<file path="config.mk">
export PLATFORM = sky130hd
export DESIGN_NAME = acb_ctrl
export DESIGN_NICKNAME = d
export VERILOG_FILES = /design/src/hdl/aho_corasick_automaton_builder_unit_assert.svh /design/src/hdl/acb_pkg.sv /design/src/hdl/acb_ctrl.sv
export SDC_FILE = /design/constraint.sdc
export NUM_CORES = 1
export LEC_CHECK = 0
export ABC_AREA = 1
export BUFFER_PORTS_ARGS = -buffer_cell sky130_fd_sc_hd__buf_2
export CELL_PAD_IN_SITES_DETAIL_PLACEMENT = 1
export CELL_PAD_IN_SITES_GLOBAL_PLACEMENT = 2
export CORE_ASPECT_RATIO = 1.1
export CORE_UTILIZATION = 17
export DETAILED_ROUTE_END_ITERATION = 6
export PLACE_DENSITY_LB_ADDON = 0.1
export SLEW_MARGIN = 40
export SYNTH_ARGS = -nofsm -noshare
export SYNTH_HDL_FRONTEND = slang
export SYNTH_SLANG_ARGS = --single-unit
</file>
<file path="constraint.sdc">
create_clock -name clk -period 1.7 [get_ports clk]
set_clock_uncertainty 0.15 [all_clocks]
set_input_delay 0.34 -clock clk [delete_from_list [all_inputs] [get_ports clk]]
set_output_delay 0.34 -clock clk [all_outputs]
set_load 0.02 [all_outputs]
</file>
<file path="src/hdl/aho_corasick_automaton_builder_unit_assert.svh">
// Assertion macros for the automaton builder
`ifndef AHO_CORASICK_AUTOMATON_BUILDER_UNIT_ASSERT_SVH
`define AHO_CORASICK_AUTOMATON_BUILDER_UNIT_ASSERT_SVH
`ifndef NO_ASSERTIONS
`define ACB_ASSERT_IMPL(label, a, c, msg) \
  label: assert property (@(posedge clk) disable iff (!rst_n) (a) |-> (c)) else $error(msg);
`define ACB_ASSERT_NEXT(label, a, c, msg) \
  label: assert property (@(posedge clk) disable iff (!rst_n) (a) |=> (c)) else $error(msg);
`else
`define ACB_ASSERT_IMPL(label, a, c, msg)
`define ACB_ASSERT_NEXT(label, a, c, msg)
`endif
`endif

</file>
<file path="src/hdl/acb_pkg.sv">
// Shared types and codes for the automaton builder
`timescale 1ns / 1ps
`default_nettype none
package acb_pkg;
  localparam logic [1:0] FUNC_CLEAR  = 2'd0;
  localparam logic [1:0] FUNC_INSERT = 2'd1;
  localparam logic [1:0] FUNC_BUILD  = 2'd2;
  localparam logic [1:0] FUNC_READ   = 2'd3;

  typedef struct packed {
    logic [1:0] func;
    logic [4:0] symbol;
    logic       pattern_end;
    logic [7:0] pattern_id;
    logic [8:0] node;
  } acb_in_t;

  typedef struct packed {
    logic [8:0] next_node;
    logic [8:0] fail_node;
    logic [7:0] match_id;
    logic [8:0] node_count;
    logic       status;
  } acb_out_t;

  // datapath commands
  typedef enum logic [3:0] {
    CMD_NONE, CMD_CLR_ROOT, CMD_INS_RD, CMD_INS_WR, CMD_RD_RD, CMD_RD_OUT,
    CMD_B_INIT, CMD_B_RD, CMD_B_WR, CMD_B_POP, CMD_B_POPRD, CMD_DONE_OUT,
    CMD_ROW_CLR
  } acb_cmd_t;

  typedef struct packed {
    logic sym_last;
    logic queue_empty;
    logic row_last;
    logic node_new;
  } acb_stat_t;
endpackage
`default_nettype wire

</file>
<file path="src/hdl/acb_ctrl.sv">
// Controller state machine sequencing the datapath commands
`timescale 1ns / 1ps
`default_nettype none
module acb_ctrl (
  input  wire logic              clk,
  input  wire logic              rst_n,
  input  wire logic              in_valid,
  output logic                   in_stall,
  input  wire acb_pkg::acb_in_t  item_r,
  output logic                   item_load,
  input  wire acb_pkg::acb_stat_t stat,
  output acb_pkg::acb_cmd_t      cmd,
  output logic                   out_load,
  input  wire logic              out_free
);
  import acb_pkg::*;
  localparam logic [3:0] S_IDLE = 4'd0, S_DISP = 4'd1, S_CLR = 4'd2, S_INIT = 4'd3,
    S_INSWR = 4'd4, S_RSTCLR = 4'd5, S_RDOUT = 4'd6, S_BRD = 4'd8,
    S_BWR = 4'd9, S_POP = 4'd10, S_POP2 = 4'd11, S_POP3 = 4'd12, S_DONE = 4'd13,
    S_INSCLR = 4'd14;
  logic [3:0] st_r, st_nxt;

  always_comb begin
    st_nxt = st_r; cmd = CMD_NONE; item_load = 1'b0; out_load = 1'b0;
    in_stall = 1'b1;
    unique case (st_r)
      S_INIT: begin cmd = CMD_CLR_ROOT; st_nxt = S_RSTCLR; end
      S_RSTCLR: begin
        cmd = CMD_ROW_CLR;
        if (stat.row_last) st_nxt = S_IDLE;
      end
      S_IDLE: begin
        in_stall = 1'b0;
        if (in_valid) begin
          item_load = 1'b1; st_nxt = S_DISP;
        end
      end
      S_DISP: begin
        unique case (item_r.func)
          FUNC_CLEAR:  begin cmd = CMD_CLR_ROOT; st_nxt = S_CLR; end
          FUNC_INSERT: begin cmd = CMD_INS_RD; st_nxt = S_INSWR; end
          FUNC_BUILD:  begin cmd = CMD_B_INIT; st_nxt = S_BRD; end
          default:     begin cmd = CMD_RD_RD; st_nxt = S_RDOUT; end
        endcase
      end
      S_CLR: begin
        cmd = CMD_ROW_CLR;
        if (stat.row_last) st_nxt = S_DONE;
      end
      S_INSWR: begin
        cmd = CMD_INS_WR;
        st_nxt = stat.node_new ? S_INSCLR : S_DONE;
      end
      S_INSCLR: begin
        cmd = CMD_ROW_CLR;
        if (stat.row_last) st_nxt = S_DONE;
      end
      S_RDOUT: if (out_free) begin
        cmd = CMD_RD_OUT; out_load = 1'b1; st_nxt = S_IDLE;
      end else begin
        cmd = CMD_RD_RD;
      end
      S_BRD: begin cmd = CMD_B_RD; st_nxt = S_BWR; end
      S_BWR: begin
        cmd = CMD_B_WR;
        st_nxt = stat.sym_last ? S_POP : S_BRD;
      end
      S_POP: begin
        if (stat.queue_empty) st_nxt = S_DONE;
        else st_nxt = S_POP2;
      end
      S_POP2: begin cmd = CMD_B_POP; st_nxt = S_POP3; end
      S_POP3: begin cmd = CMD_B_POPRD; st_nxt = S_BRD; end
      S_DONE: if (out_free) begin
        cmd = CMD_DONE_OUT; out_load = 1'b1; st_nxt = S_IDLE;
      end
      default: st_nxt = S_IDLE;
    endcase
  end

  always_ff @(posedge clk) begin
    if (!rst_n) st_r <= S_INIT;
    else st_r <= st_nxt;
  end
endmodule
`default_nettype wire

</file>
* Word-level counts from Yosys, hierarchy flattened
Cells that the tools add are included.
** Storage, ports and cells
- Bits in read-only memories :: 0
- Memory bits (writable) :: 0
- Memories :: 0
- Latch bits :: 0
- Output and inout bits :: 7
- Register bits :: 4
** Cells by class
- $lt $le $gt $ge :: 0
- Divide/modulo/power cells :: 0
- Equal/unequal tests :: 19
- Shifts and indexed selects :: 0
- Add/subtract/negate cells :: 0
- Multiply operators :: 0
- Muxes and demuxes :: 18
- Bitwise logic cells :: 0
- Reduce and logical (&&, ||, !) cells :: 6
** Operator list (count)
- $pmux W4 S12 :: 1
- $pmux W4 S10 :: 1
- $eq A4 B4 Y1 const B :: 7
- $mux W4 :: 5
- $eq A4 B3 Y1 const B :: 3
- $pmux W4 S3 :: 1
- $pmux W3 S3 :: 1
- $eq A4 B2 Y1 const B :: 2
- $mux W1 :: 6
- $eq A4 B1 Y1 const B :: 1
- $logic_not A4 Y1 :: 1
- $mux W2 :: 2
- $ne A2 B1 Y1 const B :: 2
- $ne A2 B2 Y1 const B :: 2
- $reduce_and A4 Y1 :: 1
- $reduce_or A2 Y1 :: 2
- $mux W3 :: 1
- $reduce_or A3 Y1 :: 1
- $eq A2 B1 Y1 const B :: 1
- $eq A2 B2 Y1 const B :: 1
- $logic_not A2 Y1 :: 1

* Logic depth before layout (Yosys ltp)
- Word-level depth :: 4
- Gate-level depth with buffers :: 10
- Gate-level depth less buffers :: 9

* Worst setup path before layout
No wires, ideal clock.
- Kind :: register -> output
- Start point :: register st_r[2]
- End point :: output cmd[0]
- Path buffers :: 1
- Cell stages (with the launch flop) :: 7
- Path slack :: 0.026 ns
- Arrival time :: 1.184 ns
- Path through :: dfxtp_1 > buf_2 > inv_2 > nand2_1 > inv_2 > o21ai_0 > o2111ai_1
** On the way
- Longest elaborated chain between the ends :: 3
- Elaborated cells between the ends (all ways) :: 14
- Those cells by class :: 12 x eq/ne; 1 x mux; 1 x reduce/logical
** RTL lines
- from (decl) :: line acb_ctrl.sv:21 : logic [3:0] st_r, st_nxt;
- from (signal assigned) :: line acb_ctrl.sv:83 : else st_r <= st_nxt;
- $eq A4 B4 Y1, or another cell as far along :: line acb_ctrl.sv:26 : unique case (st_r)
- $reduce_or A3 Y1 (no line)
- $pmux W4 S10 * :: line acb_ctrl.sv:26
- to (decl) :: line acb_ctrl.sv:12 : output acb_pkg::acb_cmd_t cmd,
Mark *: on every way between the ends. The rest lies on a longest branch, timed or not.

* Worst setup path after layout
- Start point :: register st_r[2]
- End point :: output cmd[2]
The elaborated chain is that of the path after synthesis.

==> flow_summary_export.csv <==
group,metric,value,unit
power_and_ir_drop,finalPower,1.66,mW
timing,worst_pin_slew,0.286,ns
floorplanning,start_util,0.181,
layout,largest_register_ffs,4,
yosys,synth_area,562,sq um
yosys,yosys.area.top_type,"nand2_1",
power_and_ir_drop,irDropWorstVdd,0.000695,V
yosys,seq_area_frac_synth,0.143,
floorplanning,rows,21,
critical_path,timing.critical_path.required,1.21,ns
clock_network,clk_path_buf_depth,2,
timing,slew_violations,0,
grt,grt_pass1_vias,784,
timing,rsz0062_at_grt,"true",
layout,top_register,"st_r",
clock_network,path_clk_slew,0.04,ns
timing,min_period_over_period,1.04,
place,routabilityCongestion,0.735,
detailed_routing,drc,0,
floorplanning,top_level_ports,40,
timing,setup_viol,4,
timing,setup_slack,-0.0665,ns
grt,grt_max_degree,8,
layout,layout-drive-gt1-share,0.558,
timing,timing.slew.headroom,0.808,
floorplanning,dieWidth,56.8,um
detailed_routing,drt_iter0_drc,11,
power_and_ir_drop,power.density,1660,nW/um^2
clock_network,clk_latency,0.23,ns
clock_network,h-tree-depth,1,
floorplanning,fp.dieH,62.3,um
floorplanning,core,3100,sq um
yosys,async_reset_ff_frac,0,
grt,grt_pass1_wl,3.37,mm
timing,final-hold-violation-count,0,
place,io_buffers,16,
place,dp.final_hpwl,1.68,mm
clock_network,clock-sinks,4,
run,timing.max_cap.violations,0,
detailed_routing,wl_per_cell,11.8,um
critical_path,crit_arrival,1.28,ns
yosys,synth_nets,135,
yosys,synthTopCellsByArea,"nand2_1, dfxtp_1, ha_1, inv_1, nand3_1",
power_and_ir_drop,power.leakage,0.523,nW
detailed_routing,vias,750,
run_status,status,"finished, violations left",
layout,diodes,0,
critical_path,crit_fanout,4,
yosys,ys.flop_type,"dfxtp_1",
yosys,synth-edff-count,0,
yosys,yosysUniqueCellTypes,21,
detailed_routing,viasPerCell,4.36,
layout,reg_top3,"st_r: 4 flops",
run_status,failed_checks,"setup timing",
critical_path,critPathKind,"flip-flop to output pin",
grt,antenna_found_initial,0,
layout,postLayoutCoreUtil,0.322,
floorplanning,die_area,3540,sq um
layout,areaGrowthSynthToFinish,78.0,%
detailed_routing,wirelength,2.02,mm
critical_path,crit_path_start_kind,"flip-flop",
timing,layout_min_cycle_time,1.77,ns
yosys,yosysWarnings,0,
grt,track_usage,0.123,
yosys,synthCells,98,
critical_path,endpoint_kind,"output pin",
layout,nNetsFinal,177,
yosys,synth_top_area_frac,0.187,
worst_hold_path,hp-class,"primary input to flip-flop",
clock_network,cts_root_buf,"clkbuf_4",
detailed_routing,ant_nets,0,
clock_network,cts_made_buffers,3,
yosys,syn_avg_cell_area,5.73,sq um
timing,max_freq,566,MHz
yosys,ys_ff_latch,4,
clock_network,cts_tree,"yes",
detailed_routing,drt_first_pass_iters,3,
grt,grt_overflow,0,
[Yosys cell counts, drive strengths merged, types with 2 or more instances]
cell,count
inv,17
nor3,2
o21ai,6
ha,4
nand2,31
a21oi,4
nand3,10
nand4,4
dfxtp,4
nor2,12
[final cells by class]
type / count / area [sq um]
inverter: 17 / 71.3
sequential: 4 / 92.6
multi-input combinational: 76 / 483
tap: 34 / 42.5
fill: 417 / 2100
clock buffer: 3 / 22.5
timing repair buffer: 38 / 288
[per-stage QoR]
step                cells  setup TNS [ns]  instance area, sq um  hold slack [ns]  worst slack, ns
finish                172          -0.192                  1000            0.170          -0.0665
global route          172          -0.634                  1000            0.179           -0.152
CTS                   169          -0.280                   957            0.165          -0.0825
detailed placement    160         -0.0189                   777            0.397          -0.0120
global placement      160         -0.0200                   777            0.382          -0.0126
floorplan              98               0                   562            0.275           0.0259
[worst max-delay path, cell delays in order (launching register included)]
cell and delay, ns:
dfxtp_2 0.33, inv_4 0.08, nand2_4 0.05, buf_6 0.13
nand3_4 0.10, o21ai_4 0.06, inv_2 0.05, nand4_1 0.07
buf_4 0.17
[where the power goes]
part           switching, mW  total (mW)  internal [mW]  leakage, nW
clock network         0.0362       0.115         0.0788       0.0138
logic                  0.701        1.30          0.595        0.474
registers             0.0906       0.247          0.157       0.0347
[layer usage]
| layer | global-route usage | vias up | wire (um) |
|---|---|---|---|
| met5 | 0 | - | 0 |
| met4 | 0.0549 | 0 | 21 |
| met3 | 0.00625 | 4 | 37 |
| met2 | 0.217 | 11 | 1020 |
| met1 | 0.152 | 336 | 941 |
| li1 | - | 399 | - |
[layout by cell type, fill, tap and decap left out, types with 5 or more instances in the layout]
cell type	netlist	routed
buf_6	0	8
nor2_4	2	5
inv_1	11	8
buf_2	1	11
inv_2	6	6
nand2_1	28	22
buf_4	0	19
nor2_1	7	5
nand2_2	3	8
nand3_1	8	8
[logic make-up after synthesis]
logic type	count (synthesis)	share of synthesized area
AOI/OAI and AO/OA	12	0.125
adders and majority gates	4	0.0891
buffers and inverters	18	0.122
DFF	4	0.143
and+or+nand+nor	60	0.521
[what timing repair did]
action | CTS | global route
setup buffers | 6 | 3
hold buffers | 0 | 0
endpoints found under the setup margin | 7 | 10
pin swaps | 6 | 11
gates resized for setup | 35 | 9
[worst paths after layout]
check / start / end / slack, ns / cells after the start
min reg2reg: st_r[1] / st_r[1] / 0.39 / 2
max: st_r[2] / cmd[2] / -0.07 / 8
max reg2reg: st_r[2] / st_r[0] / 0.10 / 11
min: rst_n / st_r[1] / 0.17 / 2
Power figures use the tool's default switching activity.
